## src/rtl/nns_pkg.sv

```systemverilog
// ----------------------------------------------------------------------------
// nns_pkg : shared types and constants of the nearest-neighbour scaler
// Sizes, codes, the queue word and the clamped size bundle.
// ----------------------------------------------------------------------------
package nns_pkg;

   // frame store geometry
   localparam int MAX_WIDTH   = 256;
   localparam int MAX_HEIGHT  = 256;
   localparam int STORE_DEPTH = MAX_WIDTH * MAX_HEIGHT;
   localparam int ADDR_W      = $clog2(STORE_DEPTH);

   // field widths
   localparam int COORD_W  = 8;
   localparam int SIZE_W   = 9;
   localparam int PIXEL_W  = 32;
   localparam int STATUS_W = 2;
   localparam int PROD_W   = COORD_W + SIZE_W;

   // divider: two quotient bits per cycle
   localparam int DIV_CYCLES = COORD_W / 2;
   localparam int CNT_W      = $clog2(DIV_CYCLES);

   // command queue
   localparam int QUEUE_DEPTH = 2;
   localparam int QPTR_W      = $clog2(QUEUE_DEPTH);

   // command codes
   localparam logic CMD_WRITE = 1'b0;
   localparam logic CMD_READ  = 1'b1;

   // result status codes
   localparam logic [STATUS_W-1:0] STATUS_OK       = 2'd0;
   localparam logic [STATUS_W-1:0] STATUS_WR_RANGE = 2'd1;
   localparam logic [STATUS_W-1:0] STATUS_RD_RANGE = 2'd2;

   // register indexes
   typedef enum logic [1:0] {
      CSR_SRC_WIDTH  = 2'd0,
      CSR_SRC_HEIGHT = 2'd1,
      CSR_DST_WIDTH  = 2'd2,
      CSR_DST_HEIGHT = 2'd3
   } csr_index_type;

   // class of a queued command
   typedef enum logic [1:0] {
      KIND_WR     = 2'd0,
      KIND_WR_ERR = 2'd1,
      KIND_RD     = 2'd2,
      KIND_RD_ERR = 2'd3
   } kind_type;

   // clamped sizes in use
   typedef struct packed {
      logic [SIZE_W-1:0] src_width;
      logic [SIZE_W-1:0] src_height;
      logic [SIZE_W-1:0] dst_width;
      logic [SIZE_W-1:0] dst_height;
   } cfg_type;

   // one queued command word
   typedef struct packed {
      kind_type           kind;
      logic [COORD_W-1:0] coord_x;
      logic [COORD_W-1:0] coord_y;
      logic [PIXEL_W-1:0] pixel;
      logic [PROD_W-1:0]  num_x;
      logic [PROD_W-1:0]  num_y;
   } entry_type;

endpackage

```

## src/rtl/nns_queue.sv

```systemverilog
// ----------------------------------------------------------------------------
// nns_queue : short command queue
// Decouples the classifier from the execution side; two words deep.
// ----------------------------------------------------------------------------
module nns_queue (
   input  logic               clock,
   input  logic               reset,
   input  logic               push,
   input  nns_pkg::entry_type push_data,
   input  logic               pop,
   output nns_pkg::entry_type pop_data,
   output logic               full,
   output logic               empty
);

   nns_pkg::entry_type          slot_ff [nns_pkg::QUEUE_DEPTH];
   logic [nns_pkg::QPTR_W-1:0]  wr_ptr_ff, wr_ptr_in;
   logic [nns_pkg::QPTR_W-1:0]  rd_ptr_ff, rd_ptr_in;
   logic [nns_pkg::QPTR_W:0]    count_ff,  count_in;
   logic                        do_push, do_pop;

   assign full     = (count_ff == (nns_pkg::QPTR_W+1)'(nns_pkg::QUEUE_DEPTH));
   assign empty    = (count_ff == '0);
   assign do_push  = push && !full;
   assign do_pop   = pop && !empty;
   assign pop_data = slot_ff[rd_ptr_ff];

   // pointer wrap at the queue depth
   always_comb begin
      wr_ptr_in = wr_ptr_ff;
      rd_ptr_in = rd_ptr_ff;
      if (do_push)
         wr_ptr_in = (int'(wr_ptr_ff) == nns_pkg::QUEUE_DEPTH - 1) ? '0 :
                     wr_ptr_ff + nns_pkg::QPTR_W'(1);
      if (do_pop)
         rd_ptr_in = (int'(rd_ptr_ff) == nns_pkg::QUEUE_DEPTH - 1) ? '0 :
                     rd_ptr_ff + nns_pkg::QPTR_W'(1);
      count_in = count_ff + (nns_pkg::QPTR_W+1)'(do_push) - (nns_pkg::QPTR_W+1)'(do_pop);
   end

   always_ff @(posedge clock) begin
      if (reset) begin
         wr_ptr_ff <= '0;
         rd_ptr_ff <= '0;
         count_ff  <= '0;
      end else begin
         wr_ptr_ff <= wr_ptr_in;
         rd_ptr_ff <= rd_ptr_in;
         count_ff  <= count_in;
      end
   end

   // word storage
   always_ff @(posedge clock) begin
      if (do_push)
         slot_ff[wr_ptr_ff] <= push_data;
   end

endmodule

```

## config.mk

```make
export PLATFORM = sky130hd
export DESIGN_NAME = nns_queue
export DESIGN_NICKNAME = d
export VERILOG_FILES = /design/src/rtl/nns_pkg.sv /design/src/rtl/nns_queue.sv
export SDC_FILE = /design/constraint.sdc
export NUM_CORES = 1
export LEC_CHECK = 0
export BUFFER_PORTS_ARGS = -buffer_cell sky130_fd_sc_hd__buf_4
export CAP_MARGIN = 0
export CORE_MARGIN = 3
export CORE_UTILIZATION = 40
export CTS_BUF_LIST = sky130_fd_sc_hd__clkbuf_16
export CTS_CLUSTER_SIZE = 10
export DETAILED_ROUTE_END_ITERATION = 10
export SYNTH_ARGS = -nofsm -noshare
export SYNTH_HDL_FRONTEND = slang
export SYNTH_SLANG_ARGS = --single-unit
```

## constraint.sdc

```tcl
create_clock -name clock -period 9.6 [get_ports clock]
set_input_delay 2.4 -clock clock [delete_from_list [all_inputs] [get_ports clock]]
set_output_delay 2.4 -clock clock [all_outputs]
set_load 0.02 [all_outputs]
```

== Word level (Yosys, flattened, before mapping) ==
Memories as Yosys holds them, arrays and structs flattened. A register that Yosys moved wholly into a read port is not among the register bits.
Index checks and enable logic that the tools add are counted.

* Flip-flop bits (word level): 4
* Bits in latches: 0
* RAM bits: 168
* Bits in read-only memories: 0
* Bits of input ports: 88
* Output and inout bits: 86
* Word-level logic and storage cells: 20
* Memories kept: 1

{| class="wikitable"
|+ Memories
! name !! depth !! width !! read ports !! clocked after Yosys merged registers in !! write ports !! RTL line !! RTL
|-
| slot_ff || 2 || 84 || 1 || 1 || 1 || nns_queue.sv:16 || <nowiki>nns_pkg::entry_type slot_ff [nns_pkg::QUEUE_DEPTH];</nowiki>
|}

* $add $sub $neg: 4
* Multipliers: 0
* Divide/modulo/power cells: 0
* Magnitude comparators: 0
* Equal/unequal tests: 1
* Shift-type cells: 0
* Muxes and demuxes: 6
* Bitwise gates (word level): 0
* Reduce and logical (&&, ||, !) cells: 5

{| class="wikitable"
|+ Operators with widths
! kind !! number
|-
| $mux W1 || 6
|-
| $add A1 B1 Y1 const B || 2
|-
| $add A2 B1 Y2 || 1
|-
| $eq A2 B2 Y1 const B || 1
|-
| $logic_and A1 B1 Y1 || 2
|-
| $logic_not A1 Y1 || 2
|-
| $logic_not A2 Y1 || 1
|-
| $sub A2 B1 Y2 || 1
|}

== Depth between registers and ports, before layout ==
* Depth after elaboration: 5
* Mapped depth: 8

== Worst setup path before layout ==
Ideal clock, no wire load.

* Path kind: input-to-reg
* From: input push
* To: memory slot_ff[0][0] in the netlist's numbering (enable)
* Library setup time: 0.438 ns
* Data arrival time: 4.430 ns
* Data required time: 9.162 ns
* Setup slack: 4.732 ns
* Stages: 3
* Buffers on the path: 0
* Cell sequence: inv_1 -> or3_1 -> inv_1

* Cells in the longest elaborated chain, start to end: 3

{| class="wikitable"
|+ Ends and longest elaborated chain
! element !! RTL line !! RTL
|-
| start, declared || nns_queue.sv:8 || <nowiki>input logic push,</nowiki>
|-
| $logic_and A1 B1 Y1 || nns_queue.sv:24 || <nowiki>assign do_push = push && !full;</nowiki>
|-
| $mux W1 || nns_queue.sv:55 || <nowiki>if (do_push)</nowiki>
|-
| $mux W1 (not written as such) || nns_queue.sv:56 || <nowiki>slot_ff[wr_ptr_ff] <= push_data;</nowiki>
|-
| end, declared || nns_queue.sv:16 ||
|}

No other way between the ends.

==> flow_summary_export.csv <==
group,metric,value,unit
run_status,status,"finished, final reports clean",
clock_network,ctsHoldBuffers,0,
critical_path,critPathMaxFanout,81,
clock_network,clk_path_buf_depth,2,
final_layout,fin_util,0.5500,
placement,dp_cells,666,
clock_network,cts_buffers,17,
global_route,grt_use_total,0.1390,
power_and_ir_drop,power_switching,687.0,uW
clock_network,postCtsSetupBuffers,0,
floorplan,start_util,0.4121,
power_and_ir_drop,switching_share,0.2900,
placement,hpwl,7556,um
power_and_ir_drop,power.density,281.2,nW/um^2
final_layout,fin_nets,564,
critical_path,path_class,"reg -> out",
yosys,yosys.area.top_type,"edfxtp_1",
placement,port_buffers,173,
sta,tns,0,ns
yosys,synth_top_area_share,0.7994,
yosys,ys_seq_area_frac,0.8152,
final_layout,drive_above_1_share,0.4312,
placement,dp_worst_setup_slack,5.038,ns
final_layout,area_growth,33.47,%
yosys,synthCells,288,
critical_path,slowest_stage,"buf_4",
routing,via_count,3266,
critical_path,r2r_cells,5,
routing,wl_per_cell,16.86,um
critical_path,cp_common_cell,"buf_4",
floorplan,num_io_pins,174,
sta,tightestPinTransition,1.146,ns
clock_network,cts_max_level,4,
critical_path,arrival,2.27,ns
sta,relSlewSlack,0.2361,
clock_network,cts_tree,"built",
floorplan,rows,45,
yosys,synth_fp_nets,378,
routing,viasPerCell,4.679,
power_and_ir_drop,p_int,1682,uW
clock_network,cts.sinks,173,
critical_path,worstSetupEndpointType,"primary output",
floorplan,die_y,131.6,um
yosys,yosys_warnings,0,
sta,fin_crit_sh,0.4866,
clock_network,cts-root-buf,"clkbuf_16",
global_route,grt_max_degree,82,
global_route,grt-ovfl-total,0,
critical_path,cp-start-kind,"register",
sta,skew,0.006580,ns
critical_path,critical_path.max_stage_delay,0.86,ns
floorplan,coreArea,15310,um^2
global_route,antenna_found_initial,0,
sta,setup_ws,4.929,ns
routing,drtIter0Drc,218,
clock_network,cts_resized,0,
yosys,yosysUniqueCellTypes,22,
critical_path,path_cells,"buf_4 > mux2_1 > buf_4",
floorplan,die_w,131.6,um
global_route,grt_pass1_wl,18460,um
routing,drtPass1Iterations,4,
clock_network,insertion_delay,0.41,ns
sta,slew_viol_final,0,
power_and_ir_drop,pwr-share-seq,0.418,
floorplan,dieArea,17320,um^2
clock_network,clk_pin_slew,0.06,ns
sta,setup_viol,0,
yosys,syn_area_per_cell,21.91,um^2
yosys,ys_top_cells_by_area,"edfxtp_1 80%, mux2_1 15%, dfxtp_1 1.6%",
power_and_ir_drop,clkPwrFrac,0.293,
routing,ant_nets,0,
sta,finalCriticalPeriod,4.671,ns
routing,drc,0,
sta,rsz0062_at_grt,"no",
final_layout,finalNonFillerCells,698,
yosys,syn_area,6311,um^2
power_and_ir_drop,p_leak,0.003176,uW
power_and_ir_drop,comb_power_share,0.289,
global_route,grt_pass1_vias,3473,
sta,max_freq,214.1,MHz
critical_path,cp.required,7.20,ns
worst_hold_path,hold_depth,2,
yosys,ys_ff_latch,173,
worst_hold_path,min_path_type,"reg -> reg",
sta,hold_viol,0,
flow_run,drv_cap,0,
routing,drt_wl_total,11770,um
final_layout,num_antenna_cells,0,
placement,place_congestion,0.7000,
power_and_ir_drop,ir_drop,0.2118,mV
==> cell families (layout without fill, tap and decap cells) <==
kind of cell,after synthesis,in the layout,synth area share
buf+inv,13,212,0.01586
simple gates,11,11,0.009319
xor+xnor,2,2,0.002776
mux,84,84,0.1499
compound gates,3,3,0.002973
flops,173,173,0.8152
fa+ha+maj,2,2,0.003964
==> worst max-delay path, delay by kind of cell (launching register included) <==
kind | cells | cell delay, ns
flops | 1 | 0.37
mux | 1 | 0.40
buf+inv | 2 | 1.02
==> sequential cells by signal (all words and copies together), names as in the netlist, named ones only <==
name       cells
rd_ptr_ff      1
count_ff       2
wr_ptr_ff      1
slot_ff      168
==> routing by layer <==
layer / up-vias / wire length (um) / GRT usage
li1: 1505 / - / -
met1: 1622 / 5029 / 0.1773
met2: 126 / 5583 / 0.2123
met3: 13 / 976 / 0.06164
met4: 0 / 179 / 0.04842
met5: - / 0 / 0
==> final timing paths <==
path | from | endpoint | slack (ns)
setup / recovery | register | pop_data[15] | 4.93
hold / removal | wr_ptr_ff$_SDFFE_PP0P_ | wr_ptr_ff$_SDFFE_PP0P_ | 0.50
setup reg to reg | count_ff[0]$_SDFF_PP0_ | slot_ff[0][64]$_DFFE_PP_ | 7.08
hold reg to reg | wr_ptr_ff$_SDFFE_PP0P_ | wr_ptr_ff$_SDFFE_PP0P_ | 0.50
==> placed cells by master, fill, tap and decap left out, drive strengths merged <==
cell type / netlist / layout
ha: 2 / 2
nor2: 4 / 4
xor2: 1 / 1
mux2: 84 / 84
inv: 4 / 6
nor2b: 1 / 1
nand2b: 1 / 1
bufinv: 0 / 4
edfxtp: 168 / 168
a21oi: 1 / 1
nand2: 1 / 1
and3: 1 / 1
buf: 9 / 176
clkbuf: 0 / 17
o21ai: 1 / 1
dfxtp: 5 / 5
clkinv: 0 / 9
xnor2: 1 / 1
or3: 1 / 1
nor3: 1 / 1
and2: 1 / 1
o21a: 1 / 1
==> cell type report <==
cell class / count / area (um^2)
timing repair buffer: 176 / 1321
clock inverter: 15 / 177.7
sequential: 173 / 5149
inverter: 4 / 16.27
tap: 211 / 264.0
fill: 1258 / 6892
clock buffer: 17 / 425.4
multi-input combinational: 102 / 1070
==> metrics by stage <==
stage / hold WS [ns] / area, um^2 / power (uW)
floorplan: 0.4515 / 6311 / 1420
global placement: 0.4734 / 7820 / 1694
detailed placement: 0.4872 / 7820 / 1704
CTS: 0.4961 / 8423 / 2407
global route: 0.5224 / 8423 / 2485
finish: 0.4974 / 8423 / 2369
==> synthesized netlist by cell type <==
cell type / n
a21oi_1: 1
and2_1: 1
and3_2: 1
buf_2: 2
buf_4: 1
buf_6: 6
dfxtp_1: 5
edfxtp_1: 168
ha_1: 2
inv_1: 3
inv_2: 1
mux2_1: 84
nand2_1: 1
nand2b_2: 1
nor2_1: 4
nor2b_1: 1
nor3_1: 1
o21a_2: 1
o21ai_0: 1
or3_1: 1
xnor2_1: 1
xor2_1: 1
==> power by group through the flow <==
stage          combinational [uW]  clock, uW  sequential, uW
2_1_floorplan                 420          0            1000
3_3_place_gp                  693          0            1000
3_5_place_dp                  697          0            1010
4_1_cts                       701        715             991
5_1_grt                       734        752             999
6_report                      684        695             989
No activity file was read; power rests on OpenSTA's default activity.
